`src/rtl/ibm_ram.sv`:
```
// Simple dual-port synchronous RAM, one write and one registered read port.
module ibm_ram #(
	parameter int DEPTH = 64,
	parameter int WIDTH = 8,
	parameter int AW    = (DEPTH > 1) ? $clog2(DEPTH) : 1
) (
	input  logic             clk,
	input  logic             we,
	input  logic [AW-1:0]    waddr,
	input  logic [WIDTH-1:0] wdata,
	input  logic             re,
	input  logic [AW-1:0]    raddr,
	output logic [WIDTH-1:0] rdata
);

	logic [WIDTH-1:0] mem [DEPTH];

	// write port
	always_ff @(posedge clk) begin
		if (we) begin
			mem[waddr] <= wdata;
		end
	end

	// read port, data held until the next read
	always_ff @(posedge clk) begin
		if (re) begin
			rdata <= mem[raddr];
		end
	end

endmodule

```
`config.mk`:
```
export PLATFORM = sky130hd
export DESIGN_NAME = ibm_ram
export DESIGN_NICKNAME = d
export VERILOG_FILES = /design/src/rtl/ibm_ram.sv
export SDC_FILE = /design/constraint.sdc
export NUM_CORES = 1
export LEC_CHECK = 0
export BUFFER_PORTS_ARGS = -buffer_cell sky130_fd_sc_hd__buf_2
export CORE_MARGIN = 2
export CORE_UTILIZATION = 56
export DETAILED_ROUTE_END_ITERATION = 6
export PLACE_DENSITY = 0.85
export SLEW_MARGIN = 15
export SYNTH_ARGS = -nofsm -noshare
export SYNTH_HDL_FRONTEND = slang
export SYNTH_SLANG_ARGS = --single-unit
```
`constraint.sdc`:
```
create_clock -name clk -period 2.2 [get_ports clk]
set_input_delay 0.44 -clock clk [delete_from_list [all_inputs] [get_ports clk]]
set_output_delay 0.44 -clock clk [all_outputs]
set_load 0.02 [all_outputs]
```
* After elaboration in Yosys (flattened, before gate mapping)
Memories as Yosys holds them, arrays and structs flattened. A register that Yosys moved wholly into a read port is not among the register bits. Cells that the tools add are included.
Storage, ports and cells: register bits after elaboration 0, bits in writable memories 512, output and inout bits 8, logic and storage cells 3, memories kept 1
Memory list:
- mem | words 64, bits a word 8, read ports 1, clocked after memory_dff 1, wr ports 1, RTL line 16 | logic [WIDTH-1:0] mem [DEPTH];
Cells by class: muxes and demuxes 2
Operator list (number):
- $mux 1 | 2

* Logic depth before layout (Yosys ltp)
Gate-level depths: netlist (run 1).
word-level depth 2, depth in mapped cells 9, gate-level depth less buffers 5

* Least setup slack after synthesis (run 1)
Ideal clock, no wire load.
kind input port to flip-flop, start input raddr[1], end register rdata[3] (read register of mem), data pin, setup time 0.266 ns, data arrival time 1.980 ns, data required time 1.934 ns, setup slack -0.046 ns, cell stages on the path 7, path buffers 3, cells stage by stage buf_4 > buf_2 > buf_2 > mux4_2 > mux4_2 > o21ai_1 > o41ai_1
RTL lines:
- start: declaration | RTL line 12 | input logic [AW-1:0] raddr,
- end: declaration | RTL line 13 | output logic [WIDTH-1:0] rdata

==> results of run 1 <==
kinds of logic after synthesis:
group                  count (synthesis)  synth area share, %
multiplexers                         162                 15.9
buffers and inverters                 51                 1.56
AO/OA/AOI/OAI                         54                 2.06
flip-flops                           520                 77.1
AND/OR/NAND/NOR                      153                 3.37
report_power, final:
group,switching (mW),internal [mW]
logic,0.701,0.486
registers,0.0381,11.0
clock network,3.42,4.52
total,4.16,16.0
final timing paths:
| path | cells after the start | to | start |
|---|---|---|---|
| worst max-delay path | 6 | rdata[4] | mem[21][4] |
| worst min-delay path | 1 | rdata[0] | re |
| worst max register to register | 6 | rdata[4] | mem[21][4] |
| worst min register to register | 4 | rdata[0] | mem[19][0] |
worst reg2reg max path: cells and delay by family (launching register included):
| kind | cells | cell delay [ns] |
|---|---|---|
| multiplexers | 2 | 0.76 |
| AO/OA/AOI/OAI | 2 | 0.40 |
| flip-flops | 1 | 0.38 |
| AND/OR/NAND/NOR | 1 | 0.20 |
| buffers and inverters | 1 | 0.17 |
stage by stage:
step                      TNS, ns  hold WS, ns
after CTS                       0        0.234
after detailed placement    -3.23        0.823
after global routing            0        0.237
after global placement      -2.94        0.827
final                           0        0.245
after floorplan                 0        0.539
cell usage in the layout (no fill, tap or decap), types with 3 or more instances in the layout:
cell type  instances
mux2i_1           23
a22oi_1            3
a211oi_1           4
mux4_2           126
o2bb2ai_1          3
nor2b_1           14
a21oi_1            3
clkinv_2           7
buf_12            17
mux2_2            13
buf_2             27
edfxtp_1         520
clkbuf_16         49
clkinv_1           8
nand2b_1           7
nor2_1            83
o2111ai_1          3
a221oi_1           6
clkbuf_1          12
bufinv_16          4
nand3_1           13
o21ai_1            3
nand2_1           19
nand3b_1           3
nor3_1             5
buf_4            139
o221ai_1           8
o22ai_1            8
flip-flops by register name, summed over array words and instances, names as in the netlist:
| register | cells |
|---|---|
| mem | 512 |
| rdata | 8 |
per-layer routing:
metal / vias up / wire length (um) / GRT usage, %
li1: 4276 / - / -
met3: 155 / 5620 / 5.39
met4: 0 / 2360 / 11.4
met2: 812 / 24500 / 43.7
met1: 5448 / 17000 / 35.5
met5: - / 0 / 0
final cells by class:
cell class | instances | area, sq um
sequential | 520 | 15600
timing repair buffer | 184 | 1530
clock buffer | 61 | 1270
multi-input combinational | 369 | 4340
fill | 2129 | 12000
tap | 461 | 577
clock inverter | 20 | 194
repair_timing:
item                                    CTS  global route
cloned                                    0             0
endpoints found under the setup margin    2             3
pin swaps                                 0             0
gates resized for setup                   2             4
==> flow_summary.yaml, run 1 <==
run_status:
  status: "finished, final reports clean"
synth:
  synth_area_leaders: "edfxtp_1, mux4_2, nor2_1, mux2i_1, mux2_2"
  yosysWarnings: 0
  synthCells: 940
  syn_nets: 963
  synthArstFlopShare_pct: 0
  yosys_register_bits: 520
  ys_types: 39
  synthTopCellsByCount: "edfxtp_1, mux4_2, nor2_1"
  seq_area_frac_synth_pct: 77.1
  netlist.area_leader.share_pct: 77.1
  syn_area_sq_um: 20200
  synth_area_per_cell_sq_um: 21.5
  synthFlopType: "edfxtp_1"
  synth_top_area_cell: "edfxtp_1"
  synth_edf_count: 520
  synth_most_common_cell: "edfxtp_1"
placed_design:
  place_area_sq_um: 22000
  dp.cells: 1534
  gp_congestion: 0.884
  pre_cts_ws_ns: -0.552
  hpwl_um: 29400
  port-buffer-count: 30
global_route:
  track_usage_pct: 26.7
  antenna_found_initial: 1
  grt_pass1_wl_um: 72600
  grt_pass1_vias: 11030
  grt-ovfl-total: 0
  grt_max_degree: 65
clock_tree:
  clk_latency_ns: 0.57
  hold_buffers: 0
  cts_tree: "done"
  cts.path.max_buffers: 3
  cts_root_buf: "clkbuf_16"
  cts_buffers: 48
  cts.sinks: 520
  cts_max_level: 2
  clkTransAtPathRegs_ns: 0.07
  postCtsSetupBuffers: 0
worst_setup_path:
  start_kind: "flip-flop"
  path_cells: "mux4_2 > mux2_2 > o221a_2 > nor3_4 > buf_4 > o32ai_1"
  critPathCaptureType: "flip-flop"
  slowest_stage: "mux4_2"
  crit_family: "multiplexers"
  path_buf_inv: 1
  rrSetupSlack_ns: 0.01
  cp.required_ns: 2.50
  path_class: "reg -> reg"
  arrival_ns: 2.48
  cp_max_fo: 1
  cpPeakStageDelay_ns: 0.48
timing:
  setup_violations: 0
  worst_slew_pin_slew_ns: 0.846
  fmax_mhz: 457
  rsz0062_at_grt: "no"
  setup_slack_ns: 0.0136
  fin_crit_ns: 2.19
  final_hold_viol_count: 0
  max_slew_margin_pct: 43.6
  clock_skew_ns: 0.0140
  slew_violations: 0
  final.period_utilization_pct: 99.4
power:
  p_leak_nw: 7.68
  vdd.ir_drop.worst_mv: 0.788
  p_per_area_nw_per_um2: 856
  power_mw: 20.2
floorplan:
  rows: 69
  dieArea_sq_um: 37700
  ios: 31
  dieHeight_um: 194
  core_area_sq_um: 35600
  initial_core_util_pct: 56.9
  die_x_um: 194
drt:
  drt_iter0_markers: 1699
  vias: 10691
  antenna_left: 0
  firstDrtPassIters: 6
  routed_wl_um: 49400
  drc_errors: 0
  post_drt_wl_per_cell_um: 30.6
  viasPerCell: 6.62
run:
  cap_violations: 0
finish:
  fin_area_sq_um: 23500
  fin_util_pct: 66.1
  diodes: 0
  nets: 1146
  syn_to_final_growth_pct: 16.2
  final_cells: 1615
  final_layout_size_suffix_gt1_share_pct: 33.7
min_path:
  hold_path.class: "in -> reg"
(Power assumes the default switching activity.)
==> run 2, diff against run 1 <==
- REMOVE_ABC_BUFFERS: unset -> 1
==> flow_summary.yaml, run 2 (same netlist as run 1, synthesis figures left out) <==
run_status:
  status: "finished, final reports clean"
power:
  power.internal_mw: 16.0
  switching_share_pct: 21.5
  switchingPower_mw: 4.38
  vdd.ir_drop.worst_mv: 0.777
  p_leak_nw: 7.75
  combinationalPowerShare_pct: 5.9
  power_mw: 20.3
  p_seq_share_pct: 54.2
  p_per_area_nw_per_um2: 861
  clockPowerShare_pct: 39.9
finish:
  layout.cells.most_common: "edfxtp_1"
  nets: 1161
  diodes: 0
  syn_to_final_growth_pct: 16.8
  largest_reg_flops: 512
  final_cell_mix: "edfxtp_1, buf_4, mux4_2, nor2_1, clkbuf_16"
  final_layout_size_suffix_gt1_share_pct: 34.7
  fin_area_sq_um: 23600
  regMostFlops: "mem"
  reg_top3: "mem: 512 flops, rdata: 8 flops"
floorplan:
  dieArea_sq_um: 37700
  ios: 31
  core_area_sq_um: 35600
  dieHeight_um: 194
  rows: 69
  die_x_um: 194
  initial_core_util_pct: 56.9
drt:
  drc_errors: 0
  antenna_left: 0
  firstDrtPassIters: 6
  viasPerCell: 6.65
  drt_iter0_markers: 1348
  routed_wl_um: 49800
  post_drt_wl_per_cell_um: 30.4
  vias: 10908
worst_setup_path:
  r2r_start: "mem[28][6]"
  arrival_ns: 2.47
  crit_end: "rdata[6]"
  path_class: "reg -> reg"
  reg2regPathDepth: 5
  critPathLaunch: "mem[28][6]"
  start_kind: "flip-flop"
  cp.required_ns: 2.50
  reg2reg_to: "rdata[6]"
  cp_max_fo: 1
  critPathCaptureType: "flip-flop"
  rrSetupSlack_ns: 0.02
global_route:
  antenna_found_initial: 0
  track_usage_pct: 26.9
  grt-ovfl-total: 0
  grt_max_degree: 65
  grt_pass1_wl_um: 74100
  grt_pass1_vias: 11323
placed_design:
  gp_congestion: 0.867
  hpwl_um: 30600
  pre_cts_ws_ns: -0.597
  port-buffer-count: 30
  place_area_sq_um: 22100
clock_tree:
  clk_latency_ns: 0.58
  cts.sinks: 520
  clkTransAtPathRegs_ns: 0.06
  cts_root_buf: "clkbuf_16"
  cts_max_level: 2
  cts_buffers: 50
  cts.path.max_buffers: 3
  postCtsSetupBuffers: 0
  cts_tree: "done"
timing:
  setup_violations: 0
  fmax_mhz: 459
  setup_slack_ns: 0.0214
  max_slew_margin_pct: 45.9
  fin_crit_ns: 2.18
  setup-tns-final_ns: 0
  worst_slew_pin_slew_ns: 0.811
  final.period_utilization_pct: 99.0
  slew_violations: 0
  clock_skew_ns: 0.0170
  rsz0062_at_grt: "no"
  final_hold_viol_count: 0
run:
  cap_violations: 0
min_path:
  hold_path.class: "in -> reg"
  hp-start: "re"
## run 2: area by class of cell
type / count / area [sq um]
Tap cell: 461 / 577
Fill cell: 2097 / 11900
Timing Repair Buffer: 197 / 1580
Sequential cell: 520 / 15600
Clock inverter: 33 / 225
Multi-Input combinational cell: 369 / 4330
Clock buffer: 60 / 1310
## run 2: worst min path at each step
| stage | endpoint | slack [ns] | depth (start not counted) |
|---|---|---|---|
| 3_3_place_gp | rdata[7] | 0.83 | 1 |
| 3_5_place_dp | rdata[5] | 0.84 | 1 |
| 6_report | rdata[4] | 0.27 | 1 |
| 4_1_cts | rdata[6] | 0.24 | 1 |
| 2_1_floorplan | mem[0][0] | 0.54 | 0 |
| 5_1_grt | rdata[6] | 0.26 | 1 |
## run 2: power groups by stage
stage | registers [mW] | clock network, mW | logic, mW
after detailed placement | 11.2 | 0 | 1.15
final | 11.0 | 8.12 | 1.21
after floorplan | 11.2 | 0 | 0.425
after global placement | 11.2 | 0 | 1.10
after CTS | 11.0 | 8.16 | 1.18
after global routing | 11.0 | 8.52 | 1.25
## run 2: critical path, stage by stage, from the launching register on
cell	delay, ns
edfxtp_1	0.37
mux4_2	0.48
mux2_2	0.31
o221a_2	0.32
nor3_4	0.27
o32ai_1	0.16
## run 2: stage by stage
stage	instances	utilization, %	hold WS, ns
final	1640	66.5	0.269
after global routing	1640	66.5	0.257
after CTS	1640	66.5	0.243
after detailed placement	1547	62.1	0.837
after global placement	1547	62.1	0.829
after floorplan	889	-	0.539
## run 2: per-layer routing
layer  global-route usage (%)  share of wire (%)  vias to the layer above
li1                         -                  -                     4330
met1                     34.9                 33                     5564
met2                     45.2                 51                      843
met3                     5.95                 12                      171
met4                     10.1                4.2                        0
met5                        0                  0                        -
## run 2: repair_timing
item	CTS	global route
hold buffers	0	0
endpoints found under the hold margin	0	0
cloned	0	0
resized for setup	3	2
endpoints found under the setup margin	2	2
