## src/rtl/ibm_pkg.sv

```systemverilog
// Shared constants and types for the inode block map allocator.
package ibm_pkg;

	// Geometry
	localparam int DIRECT_ENTRIES   = 13;
	localparam int INDIRECT_ENTRIES = 512;
	localparam int INODE_COUNT      = 8;
	localparam int DISK_BLOCKS      = 4096;
	localparam int FIRST_FREE       = 6;

	// Field widths
	localparam int INO_W = 3;
	localparam int LB_W  = 10;
	localparam int PB_W  = 12;
	localparam int ST_W  = 2;
	localparam int NB_W  = 2;

	// Store sizes
	localparam int DIR_DEPTH = INODE_COUNT * DIRECT_ENTRIES;
	localparam int DIR_AW    = (DIR_DEPTH > 1) ? $clog2(DIR_DEPTH) : 1;
	localparam int IND_DEPTH = INODE_COUNT * INDIRECT_ENTRIES;
	localparam int IND_AW    = $clog2(IND_DEPTH);
	localparam int INO_AW    = (INODE_COUNT > 1) ? $clog2(INODE_COUNT) : 1;
	// bump counter holds up to DISK_BLOCKS, sums reach DISK_BLOCKS + 2
	localparam int CNT_W     = $clog2(DISK_BLOCKS + 3);

	// Status codes
	localparam logic [ST_W-1:0] ST_OK    = 2'd0;
	localparam logic [ST_W-1:0] ST_RANGE = 2'd1;
	localparam logic [ST_W-1:0] ST_FULL  = 2'd2;

	// Result of one item
	typedef struct packed {
		logic [PB_W-1:0] physical_block;
		logic [ST_W-1:0] status;
		logic [NB_W-1:0] new_blocks;
	} ibm_rsp_t;

	// Write-back commands from the evaluation logic
	typedef struct packed {
		logic              dir_we;
		logic [PB_W-1:0]   dir_data;
		logic              ibn_we;
		logic [PB_W-1:0]   ibn_data;
		logic              ind_we;
		logic [PB_W-1:0]   ind_data;
		logic [CNT_W-1:0]  cnt_next;
	} ibm_upd_t;

endpackage

```

## src/rtl/ibm_eval.sv

```systemverilog
// Map lookup, range and disk-full checks, and allocation decisions.
module ibm_eval (
	input  logic [ibm_pkg::INO_W-1:0]  ino,
	input  logic [ibm_pkg::LB_W-1:0]   lb,
	input  logic                       dir_valid,
	input  logic [ibm_pkg::PB_W-1:0]   dir_rdata,
	input  logic [ibm_pkg::PB_W-1:0]   ibn,
	input  logic [ibm_pkg::PB_W-1:0]   ind_rdata,
	input  logic [ibm_pkg::CNT_W-1:0]  cnt,
	output ibm_pkg::ibm_rsp_t          rsp,
	output ibm_pkg::ibm_upd_t          upd
);
	import ibm_pkg::*;

	logic             range_err;
	logic             is_dir;
	logic [PB_W-1:0]  cur;
	logic             need_ibn;
	logic             need_ent;
	logic [CNT_W-1:0] need;
	logic             full;
	logic [CNT_W-1:0] ent_blk;

	always_comb begin
		range_err = (int'(ino) >= INODE_COUNT) ||
		            (int'(lb) >= DIRECT_ENTRIES + INDIRECT_ENTRIES);
		is_dir    = int'(lb) < DIRECT_ENTRIES;

		// an inode with no indirect block has only empty indirect slots
		if (is_dir) begin
			cur = dir_valid ? dir_rdata : '0;
		end else begin
			cur = (ibn != '0) ? ind_rdata : '0;
		end

		need_ibn = !is_dir && (ibn == '0);
		need_ent = (cur == '0);
		need     = CNT_W'(need_ibn) + CNT_W'(need_ent);
		full     = (need != '0) && (int'(cnt) + int'(need) > DISK_BLOCKS);
		ent_blk  = cnt + CNT_W'(need_ibn);

		rsp = '0;
		upd = '0;
		upd.cnt_next = cnt;
		if (range_err) begin
			rsp.status = ST_RANGE;
		end else if (full) begin
			rsp.status = ST_FULL;
		end else begin
			rsp.status     = ST_OK;
			rsp.new_blocks = NB_W'(need);
			rsp.physical_block = need_ent ? PB_W'(ent_blk) : cur;
			upd.cnt_next   = cnt + need;
			upd.ibn_we     = need_ibn;
			upd.ibn_data   = PB_W'(cnt);
			upd.dir_we     = is_dir && need_ent;
			upd.dir_data   = PB_W'(ent_blk);
			upd.ind_we     = !is_dir && need_ent;
			upd.ind_data   = PB_W'(ent_blk);
		end
	end

endmodule

```

## config.mk

```make
export PLATFORM = sky130hd
export DESIGN_NAME = ibm_eval
export DESIGN_NICKNAME = d
export VERILOG_FILES = /design/src/rtl/ibm_pkg.sv /design/src/rtl/ibm_eval.sv
export SDC_FILE = /design/constraint.sdc
export NUM_CORES = 1
export LEC_CHECK = 0
export CORE_ASPECT_RATIO = 0.75
export CORE_MARGIN = 2
export CORE_UTILIZATION = 50
export DETAILED_ROUTE_END_ITERATION = 6
export DONT_BUFFER_PORTS = 1
export MAX_ROUTING_LAYER = met4
export SYNTH_ARGS = -nofsm -noshare
export SYNTH_HDL_FRONTEND = slang
export SYNTH_SLANG_ARGS = --single-unit
```

## constraint.sdc

```tcl
create_clock -name vclk -period 6.7
set_input_delay 1.34 -clock vclk [all_inputs]
set_output_delay 1.34 -clock vclk [all_outputs]
set_load 0.03 [all_outputs]
```

; Yosys cells after proc, flatten, opt, wreduce, memory -nomap -nowiden
; Cells that the tools add are included.
[classes]
add_sub_neg = 4
n_lt_le_gt_ge = 3
mux = 12
n_reduce_logical = 9
[ops]
columns = operator, count
row1 = two-way mux 52 bit, 2
row2 = two-way mux 12 bit, 6
row3 = logical NOT 12 bit, 2
row4 = adder 13 x 2 -> 14 bit, 1
row5 = greater-than comparator 14 x 13 -> 1 bit (second input constant), 1
row6 = adder 13 x 2 -> 13 bit, 1
row7 = nonzero test 13 bit, 1
row8 = adder 12 x 1 -> 12 bit, 1
row9 = nonzero test 12 bit, 1
row10 = >= comparator 10 bit (second input constant), 1
row11 = < comparator 10 x 4 -> 1 bit (second input constant), 1
row12 = two-way mux 2 bit, 4
row13 = logical AND 1 bit, 4
row14 = adder 1 x 1 -> 2 bit, 1
row15 = logical NOT 1 bit, 1
[totals]
reg_bits = 0
inputBits = 63
output_inout_bits = 68
wordCells = 28

; Longest topological paths before layout
; Gate-level depths: netlist of run 1.
[logic_depth]
word_depth = 10
ltp_mapped = 19
depth_no_buf = 15

; Least setup slack after synthesis of run 1
; OpenSTA, ideal clock, no wires.
[synth_timing]
path_kind = input to output
startpoint = in lb[7] (netlist name)
endpoint = out upd[41] (netlist name)
t_arrival_ns = 5.329
t_required_ns = 5.360
setup_slack_ns = 0.031
cell_stages = 18
path_buffers = 4
cell_sequence = nor3_1 > nand3_1 > or2_2 > clkbuf_1 > mux2i_1 > clkbuf_1 > ha_1 > ha_1 > ha_1 > a21oi_1 > nor2_1 > o31ai_1 > o221ai_1 > a2111oi_4 > o21ai_4 > buf_2 > nor2_1 > buf_4
[synth_lines]
columns = element, line_no
row1 = start: declaration, ibm_eval.sv:4  ; input logic [ibm_pkg::LB_W-1:0] lb,
row2 = end: declaration, ibm_eval.sv:11  ; output ibm_pkg::ibm_upd_t upd

==> flow_results.org, run 1 <==
** Power and ir drop
- Power density relative to cell area :: ~60 nW/um^2
- Sequential cells burn 0% of the power.
- Net switching power :: 0.07594 mW
- Per report_power, the combinational group accounts for between 90% and 100% of the total.
- The worst-case IR drop observed on VDD is between 20 and 30 uV.
- The clock network accounts for 0% of the total power.
- In this run the static leakage power is 0.8147 nW.
- Sw Share :: 65.72%
- The internal portion of the total power is between 0.03 and 0.04 mW.

** Run
- Count of maximum capacitance violations :: 0

** Die
- Height of the chip :: about 53 um
- The initialized floorplan defines 17 standard-cell rows.
- In this run the count of I/O pins placed on the die edge is 131.
- Once the floorplan was initialized, standard cells occupied 53.65% of the core.
- Width of the die :: 69.73 um
- The die covers 3717 um^2.
- The core region is 3020 um^2.

** Timing
- Crit share post-route :: between 90% and 100%
- Timing-limited maximum frequency :: 0.1563 GHz
- TNS Setup :: 0 ns
- The clock period could shrink to about 6.4 ns.
- Final-layout worst hold slack :: between 2 and 3 ns
- Final max-slew violation count :: 0
- Slew HR :: between 60% and 70%
- Slew at the pin closest to its max-slew limit :: 0.4598 ns
- # setup viols final :: 0
- The final count of hold timing violations is 0.
- RSZ-0062 raised after global routing :: no

** Min path
- Worst Hold Path Cells :: 2
- The min-delay analysis places its worst path in the category in -> out.
- Endpoint of the worst hold-timing path :: upd[11]
- The startpoint identified for the worst hold timing path is cnt[11].

** Synth
- Library cell with the largest summed area after synthesis :: sky130_fd_sc_hd__xnor2_1
- In the synthesized netlist, the cells that appear most often are sky130_fd_sc_hd__nor2_1 (47), sky130_fd_sc_hd__nand3_1 (32), sky130_fd_sc_hd__inv_1 (22).
- In this run, distinct cell masters in the synthesized netlist total 44.
- The most common cell in the synthesized netlist is sky130_fd_sc_hd__nor2_1.
- The number of nets in the synthesized netlist is 333.
- For this run, the number of Yosys warnings is 0.
- After synthesis, the largest area contributor takes up between 10 and 15% of total cell area.
- Mapped cell area :: around 1600 um^2
- Mean instance size in the synthesized netlist :: between 6 and 7 um^2
- After synthesis, the cell types taking the most area are sky130_fd_sc_hd__xnor2_1 (11%), sky130_fd_sc_hd__nor2_1 (11%), sky130_fd_sc_hd__nand3_1 (9.9%).
- Synthesized instance count :: roughly 260
- Sequential fraction of the synthesis area :: 0%

** Critical path
- STA classifies the critical path endpoint as an output port.
- Type of the worst setup path :: in -> out
- Data required, critical path :: around 5.4 ns
- Of all nets on the critical path, the largest fanout is 32.
- The worst setup path is launched from an input port.
- For the worst setup path, the data arrival time is 5.06 ns.

** Detailed routing
- Average routed wire per standard cell :: between 15 and 20 um
- Vias after detailed routing :: between 1500 and 2000
- Final antenna-violating net count :: 0
- Drt first-iter violations :: ~130
- Count of unresolved DRC violations after routing :: 0
- Final Routed Wirelength :: between 5 and 6 mm
- Via-per-instance ratio :: between 6 and 7
- The first detailed-routing pass took 5 iterations.

** Global routing
- The number of antenna violations at the first check in global routing is 0.
- The first global-routing pass estimated 8.031 mm of wire.
- The via count of the first global-routing pass came to 1725.
- Global routing used a little over a quarter of the available tracks.
- Entering global routing, the biggest net connects 33 pins.
- Total global routing overflow :: 0

** Clock network
- Post_cts resized :: 0
- Post-CTS timing repair inserted 0 buffers for setup.
- Buffers inserted to repair hold after CTS numbered 0.

** Placed design
- Placed cells :: 327
- Final weighted congestion of routability-driven global placement :: approximately 0.90
- Half-perimeter wire length of the detailed placement result :: about 4.3 mm
- Quantity of I/O buffers inserted on ports :: 0

** Final layout
- Sequential cell area :: 0 um^2
- Relative to the synthesized area, the layout overhead comes to 18.53%.
- Post-layout utilization of the core :: between 60 and 70%
- The net count of the finished layout is 361.
- Number of inserted filler cells in the final layout :: 321
- Layout clock buffers :: 0
- Non-filler cells, final :: around 330
- 0 antenna diodes ended up in the layout.
- There are 0 flip-flops and latches.
- Proportion of layout cells with a drive suffix above 1 :: approximately a quarter
- Summing all multi-input logic gate instances after layout gives 1329 um^2.

** Status
- Result of the run :: finished clean
-- logic make-up after synthesis --
family                     Yosys count  share of synthesized area [%]
xor gates and xnor gates            22                          11.89
AOI/OAI and AO/OA                   41                          20.62
adders and majority gates            7                          5.405
buffers and inverters               57                          18.76
muxes                                3                          2.008
and+or+nand+nor                    133                          41.31
-- metrics by stage --
| step | total power, mW | worst slack, ns | cell area, um^2 |
|---|---|---|---|
| 4_1_cts | 0.1150 | 0.1157 | 1904 |
| 5_1_grt | 0.1219 | 0.02994 | 1921 |
| 3_5_place_dp | 0.1148 | 0.1289 | 1904 |
| 6_report | 0.1156 | 0.3029 | 1921 |
| 2_1_floorplan | 0.09738 | 0.03145 | 1620 |
| 3_3_place_gp | 0.1140 | 0.1659 | 1904 |
-- cell type report --
class / count / area share (%)
timing repair buffer: 61 / 24.04
tap: 38 / 2.476
multi-input combinational: 206 / 69.19
inverter: 22 / 4.300
-- critical path, cell delays in order --
cell,delay (ns)
sky130_fd_sc_hd__nor3_1,0.16
sky130_fd_sc_hd__nand3_1,0.14
sky130_fd_sc_hd__or2_2,0.44
sky130_fd_sc_hd__mux2i_4,0.26
sky130_fd_sc_hd__ha_1,0.33
sky130_fd_sc_hd__ha_1,0.22
sky130_fd_sc_hd__a21oi_1,0.37
sky130_fd_sc_hd__a21oi_2,0.12
sky130_fd_sc_hd__a311oi_1,0.33
sky130_fd_sc_hd__o221ai_1,0.21
sky130_fd_sc_hd__a2111oi_4,0.33
sky130_fd_sc_hd__o21ai_4,0.17
sky130_fd_sc_hd__buf_6,0.23
sky130_fd_sc_hd__nor3_2,0.21
sky130_fd_sc_hd__buf_4,0.19
-- layer usage --
layer  vias up  routed length (um)  GRT usage (%)
met2       120                2346          47.44
met5         -                   0              -
met3         4                 550          3.810
met1       881                2320          35.67
met4         0                  25         0.6410
li1        960                   -              -
-- power groups by stage --
stage | Clock [mW] | Sequential [mW] | Combinational (mW)
finish | 0 | 0 | 0.116
global route | 0 | 0 | 0.122
CTS | 0 | 0 | 0.115
detailed placement | 0 | 0 | 0.115
global placement | 0 | 0 | 0.114
floorplan | 0 | 0 | 0.0974
-- placed cells by master (no fill, tap or decap), types with 2 or more instances in the layout --
master                      synthesis  final
sky130_fd_sc_hd__and3_1             2      2
sky130_fd_sc_hd__ha_1               7      7
sky130_fd_sc_hd__inv_1             22     22
sky130_fd_sc_hd__mux2_1             2      2
sky130_fd_sc_hd__a21oi_1            2      2
sky130_fd_sc_hd__xnor2_1           21     21
sky130_fd_sc_hd__o211ai_1           8      8
sky130_fd_sc_hd__a211oi_1           3      3
sky130_fd_sc_hd__buf_4             17     60
sky130_fd_sc_hd__o2111ai_1          2      2
sky130_fd_sc_hd__a31oi_1           13     13
sky130_fd_sc_hd__nor3_1             8      8
sky130_fd_sc_hd__nor4_1             9      9
sky130_fd_sc_hd__nand4_1            6      6
sky130_fd_sc_hd__and2_1             2      2
sky130_fd_sc_hd__o21ai_1            2      2
sky130_fd_sc_hd__nand3_1           32     32
sky130_fd_sc_hd__nor2_1            47     47
sky130_fd_sc_hd__nor3_2             2      2
sky130_fd_sc_hd__nand2_1            8      8
sky130_fd_sc_hd__nand2b_1          10     10
-- worst max path at each step --
stage,startpoint,endpoint,slack (ns),cells past startpoint
floorplan,lb[7],upd[41],0.03,18
global placement,lb[7],upd[48],0.17,16
detailed placement,lb[7],upd[21],0.13,16
CTS,lb[7],upd[21],0.12,16
global route,lb[1],upd[47],0.03,16
finish,lb[7],rsp[6],0.30,15
(Power assumes the default switching activity.)
==> run 2, diff against run 1 <==
- CORE_ASPECT_RATIO: 0.75 -> unset
==> flow_results.org, run 2 (synthesis gave the netlist of run 1 again) <==
** Status
- The run finished with clean final reports.

** Global routing
- For this run the aggregate overflow at the end of global routing stands at 0.
- Global routing used about a quarter of the available tracks across all layers.
- Via count of the first global-routing pass :: around 1600
- Entering global routing, the biggest net connects 35 pins.
- Wire length of the first global-routing pass :: about 6.8 mm
- Number of antenna violations at the first check in global routing :: 0

** Final layout
- Compared with the post-synthesis result, the final layout area differs by 19.00%.
- Sequential cell area :: 0 um^2
- The top cell types in the final layout, fill and taps aside, are sky130_fd_sc_hd__buf_4 (62), sky130_fd_sc_hd__nor2_1 (47), sky130_fd_sc_hd__nand3_1 (32).
- Counting the clock-network buffers in the layout gives 0.
- For this run, the post-layout net count is 363.
- The repair_antennas step left the layout with diodes totalling 0.
- The library cell used most frequently in the layout, excluding fill and tap cells, is sky130_fd_sc_hd__buf_4.
- There are 0 flip-flops and latches.
- In the final layout, the multi-input gates occupy 1325 um^2.
- Proportion of layout cells with a drive suffix above 1 :: between 20% and 30%
- At the end of the flow the core is filled with cells to between 60% and 70%.
- Counting the fill cells in the layout gives 340.

** Timing
- Min Clock Period, post-route :: approximately 6.3 ns
- Slew HR :: between 40% and 50%
- For the pin with the worst max-slew slack, the measured transition is slightly above 0.8 ns.
- RSZ-0062 raised after global routing :: no
- # setup viols final :: 0
- Final-layout worst hold slack :: approximately 2.9 ns
- Summed over all failing endpoints, the final setup total negative slack is 0 ns.
- Final max-slew violation count :: 0
- Static timing analysis puts the maximum clock frequency at 0.1575 GHz.
- The final count of hold timing violations came to 0.
- The final critical path takes up between 90% and 100% of the cycle.

** Detailed routing
- Via-per-instance ratio :: a little under 6
- Drt first-iter violations :: 109
- Wires add up to slightly below 5 mm.
- Once detail routing completed, the nets flagged for antenna violations numbered 0.
- For this run, design rule violations remaining after detail routing come to 0.
- First-pass detailed-route iteration total :: 4
- Average routed wire per standard cell :: 14.39 um
- Vias after detailed routing :: 1945

** Die
- Num rows :: 20
- Initial standard-cell utilization of the core :: between 50% and 60%
- Height of the chip :: 60.93 um
- From left edge to right edge, the die measures 60.93 um.
- Placeable core region :: about 3000 um^2
- Die Area :: 3712 um^2
- Number of ports placed on the die boundary :: approximately 130

** Min path
- The min-delay analysis places its worst path in the category in -> out.
- The startpoint identified for the worst hold timing path is cnt[7].

** Power and ir drop
- For this design the ratio of total power to cell area is 59.77 nW/um^2.
- Largest vdd supply drop :: between 20 and 30 uV
- Pwr Total :: around 0.12 mW
- For this design the static power due to leakage is between 0.8 and 0.9 nW.

** Critical path
- STA classifies the critical path startpoint as an input port.
- Launching instance or port of the critical path :: ind_rdata[7]
- The worst setup path is of the in -> out kind.
- Data arrival at the endpoint of the critical path :: roughly 5.0 ns
- STA classifies the critical path endpoint as an output port.
- Data required, critical path :: roughly 5.4 ns
- Max Fanout on Critical Path :: 17

** Placed design
- Detailed placement ended at an HPWL of 3.885 mm.
- Quantity of I/O buffers inserted on ports :: 0
- Final weighted congestion of routability-driven global placement :: a little over 0.9

** Clock network
- Hold buffer count at CTS :: 0
- Setup repair bufs after CTS :: 0

** Run
- Across the run, the number of max-cap violations was 0.
## run 2: cell types whose count changed in the layout (fill, tap and decap cells not counted)
cell / previous run / this run
sky130_fd_sc_hd__buf_4: 60 / 62
sky130_fd_sc_hd__buf_6: 1 / 0
sky130_fd_sc_hd__mux2i_1: 0 / 1
sky130_fd_sc_hd__mux2i_4: 1 / 0
sky130_fd_sc_hd__o21ai_2: 0 / 1
## run 2: cell type report
cell class / count / share of cell area [%]
Multi-Input combinational cell: 207 / 68.72
Timing Repair Buffer: 62 / 24.14
Inverter: 22 / 4.283
Tap cell: 44 / 2.855
## run 2: final timing paths
path	slack, ns	depth (start not counted)	to
setup / recovery	0.35	13	upd[1]
hold / removal	2.89	2	upd[7]
## run 2: critical path, cell delays in order
cell	delay, ns
sky130_fd_sc_hd__nor4_1	0.39
sky130_fd_sc_hd__a31oi_1	0.23
sky130_fd_sc_hd__mux2i_1	0.32
sky130_fd_sc_hd__ha_1	0.31
sky130_fd_sc_hd__ha_1	0.22
sky130_fd_sc_hd__ha_1	0.23
sky130_fd_sc_hd__a21o_1	0.20
sky130_fd_sc_hd__nand2_1	0.15
sky130_fd_sc_hd__nor3_1	0.06
sky130_fd_sc_hd__and3_1	0.15
sky130_fd_sc_hd__or3_1	0.41
sky130_fd_sc_hd__o21ai_4	0.47
sky130_fd_sc_hd__mux2_1	0.51
## run 2: per-layer routing
layer | routed length [um] | track usage (%)
met3 | 407 | 1.706
met2 | 2383 | 44.85
met4 | 0 | 0.6211
met1 | 2028 | 28.95
met5 | 0 | -
## run 2: where the power goes
part	internal [mW]	leakage (nW)	switching, mW	total (mW)
logic	0.0395	0.823	0.0757	0.115
clock network	0	0	0	0
registers	0	0	0	0
total	0.0395	0.823	0.0757	0.115
## run 2: what timing repair did
action,CTS,global route
resized for setup,0,0
endpoints found under the hold margin,0,0
setup endpoints to repair,0,20
## run 2: stage by stage
step,std cells,setup WS [ns],cell area [um^2]
global placement,334,0.1626,1919
detailed placement,334,0.1143,1919
global route,335,0.05608,1928
CTS,334,0.09586,1919
floorplan,263,0.03145,1620
finish,335,0.3507,1928
==> run 3, diff against run 2 <==
- CELL_PAD_IN_SITES_DETAIL_PLACEMENT: unset -> 0
- CELL_PAD_IN_SITES_GLOBAL_PLACEMENT: unset -> 1
- CORE_UTILIZATION: 50 -> 43
- PLACE_DENSITY_LB_ADDON: unset -> 0.1
- SETUP_SLACK_MARGIN: unset -> 0.5
==> flow_results.org, run 3 (synthesis gave the netlist of run 1 again) <==
** Timing
- Dividing the final minimum period by the clock period gives 90.16%.
- RSZ-0062 raised after global routing :: no
- Slew HR :: between 60% and 70%
- Based on the critical path, the design can be clocked at up to roughly 0.17 GHz.
- The max-slew violation count came to 0.
- For the finished layout, the period the worst path requires is 6.041 ns.
- Slew at the pin closest to its max-slew limit :: 0.5132 ns
- TNS Setup :: 0 ns
- # setup viols final :: 0
- The final count of hold timing violations came to 0.

** Clock network
- The number of hold buffers added after CTS was 0.

** Detailed routing
- Once detail routing completed, the nets flagged for antenna violations numbered 0.
- The first detailed-routing pass took 4 iterations.
- For this block, the initial DRC count from the detailed router was 179.
- Dividing the detail-routed wire length by the instance count gives 16.97 um.
- Via-per-instance ratio :: about 5.9
- Vias after detailed routing :: between 2000 and 2500
- Count of unresolved DRC violations after routing :: 0
- Final Routed Wirelength :: ~6 mm

** Critical path
- The largest single stage delay on the critical path is 0.40 ns.
- Among cell families on the critical path, the largest total delay comes from compound AO/OA/AOI/OAI gates.
- Max Fanout on Critical Path :: 12
- The largest individual stage delay along the critical path comes from the cell sky130_fd_sc_hd__a2111oi_4.
- Critical path cell sequence :: nor4_1 -> nand3_1 -> inv_1 -> a31oi_1 -> mux2i_4 -> ha_4 -> ha_2 -> ha_2 -> a21oi_2 -> nor2_2 -> o31ai_2 -> o221ai_2 -> a2111oi_4 -> o21ai_4 -> buf_12 -> buf_12 -> a31oi_2 -> buf_6
- The worst setup path is captured at an output port.
- The number of buffers and inverters on the critical path is 4.
- Data arrival at the endpoint of the critical path :: roughly 4.7 ns
- Startpoint Class :: input port
- The worst setup path is of the in -> out kind.
- STA puts the critical path data required time at 5.36 ns.

** Final layout
- 0 antenna diodes ended up in the layout.
- Compared with the post-synthesis result, the final layout area differs by 58.46%.
- Cells with a size suffix above 1 make up ~47% of the layout.
- For this run, the post-layout net count is between 300 and 400.
- Counting the clock-network buffers in the layout gives 0.
- Across the whole layout, storage elements account for 0 um^2.
- Commonest non-fill, non-tap cells in the layout :: sky130_fd_sc_hd__buf_4 (49), sky130_fd_sc_hd__nand3_1 (32), sky130_fd_sc_hd__nor2_1 (23)
- Most common library cell in the layout ignoring fill and taps :: sky130_fd_sc_hd__buf_4
- Seq_cells :: 0
- For this run, the number of standard cells in the final layout without fillers is 345.
- Number of inserted filler cells in the final layout :: between 300 and 400

** Die
- Measured along the y axis, the die boundary spans 65.39 um.
- Width of the die :: 65.39 um
- The floorplan step defined a die boundary enclosing between 4000 and 5000 um^2.
- For this configuration, the core starts out at a cell density of between 40% and 50%.
- Number of ports placed on the die boundary :: between 100 and 150
- Num rows :: 22
- The core region is between 3000 and 4000 um^2.

** Placed design
- Quantity of I/O buffers inserted on ports :: 0
- Half-perimeter wire length of the detailed placement result :: between 4 and 5 mm
- Placed cells :: 336
- Final weighted congestion of routability-driven global placement :: ~0.85

** Power and ir drop
- In this run the power density over the cells is 58.71 nW/um^2.
- Static leakage :: around 1.0 nW
- After layout, the design draws a total of approximately 0.15 mW.
- Largest vdd supply drop :: between 20 and 30 uV

** Status
- The flow ran to the end, and the final reports show no timing, DRC or antenna violations.

** Global routing
- Entering global routing, the biggest net connects 25 pins.
- Global routing consumed, over all layers together, 25.80% of the routing resources.
- Wire length of the first global-routing pass :: slightly below 9 mm
- For this run the aggregate overflow at the end of global routing stands at 0.
- Via count of the first global-routing pass :: 1897
- Number of antenna violations at the first check in global routing :: 0

** Run
- Max-cap violations in this run came to 0.

** Min path
- Kind of path behind the tightest hold check :: in -> out
[run 3: changes by cell type in the layout (fill, tap and decap cells not counted), sizes merged]
cell and delta:
buf +6, clkbuf +1, o21ai -1
[run 3: cell type report]
type / instances / area, um^2 / area share [%]
multi-input combinational: 206 / 1687 / 65.69
tap: 48 / 60.06 / 2.339
inverter: 22 / 82.58 / 3.216
timing repair buffer: 69 / 738.2 / 28.75
[run 3: final timing paths]
check,to,startpoint,cells past startpoint,slack [ns]
max,rsp[13],ibn[6],18,0.66
min,upd[9],cnt[9],2,2.88
[run 3: per-stage QoR]
step / cell area [um^2] / hold slack (ns) / setup WS, ns / util (%)
6_report: 2567 / 2.882 / 0.6593 / 70.66
5_1_grt: 2567 / 2.889 / 0.4935 / 70.66
4_1_cts: 2364 / 2.883 / 0.5250 / 65.05
3_5_place_dp: 2349 / 2.883 / 0.2714 / 64.63
3_3_place_gp: 2349 / 2.883 / 0.3327 / 64.63
2_1_floorplan: 1939 / 2.810 / 0.3966 / -
[run 3: what timing repair did]
item	CTS	global route
setup buffers	0	8
cloned	0	1
resized for setup	4	22
setup endpoints to repair	63	65
pin swaps	1	8
[run 3: metal layers]
metal  share of wire [%]  track usage (%)  vias up
met1                  39            32.05      935
met2                  53            47.19       98
met5                   0                -        -
met3                 7.2            1.541        8
met4                 1.1            3.385        0
li1                    -                -      980
[run 3: power by group]
group	total [mW]	internal (mW)	switching (mW)
clock	0	0	0
combinational	0.151	0.0621	0.0886
sequential	0	0	0
total	0.151	0.0621	0.0886
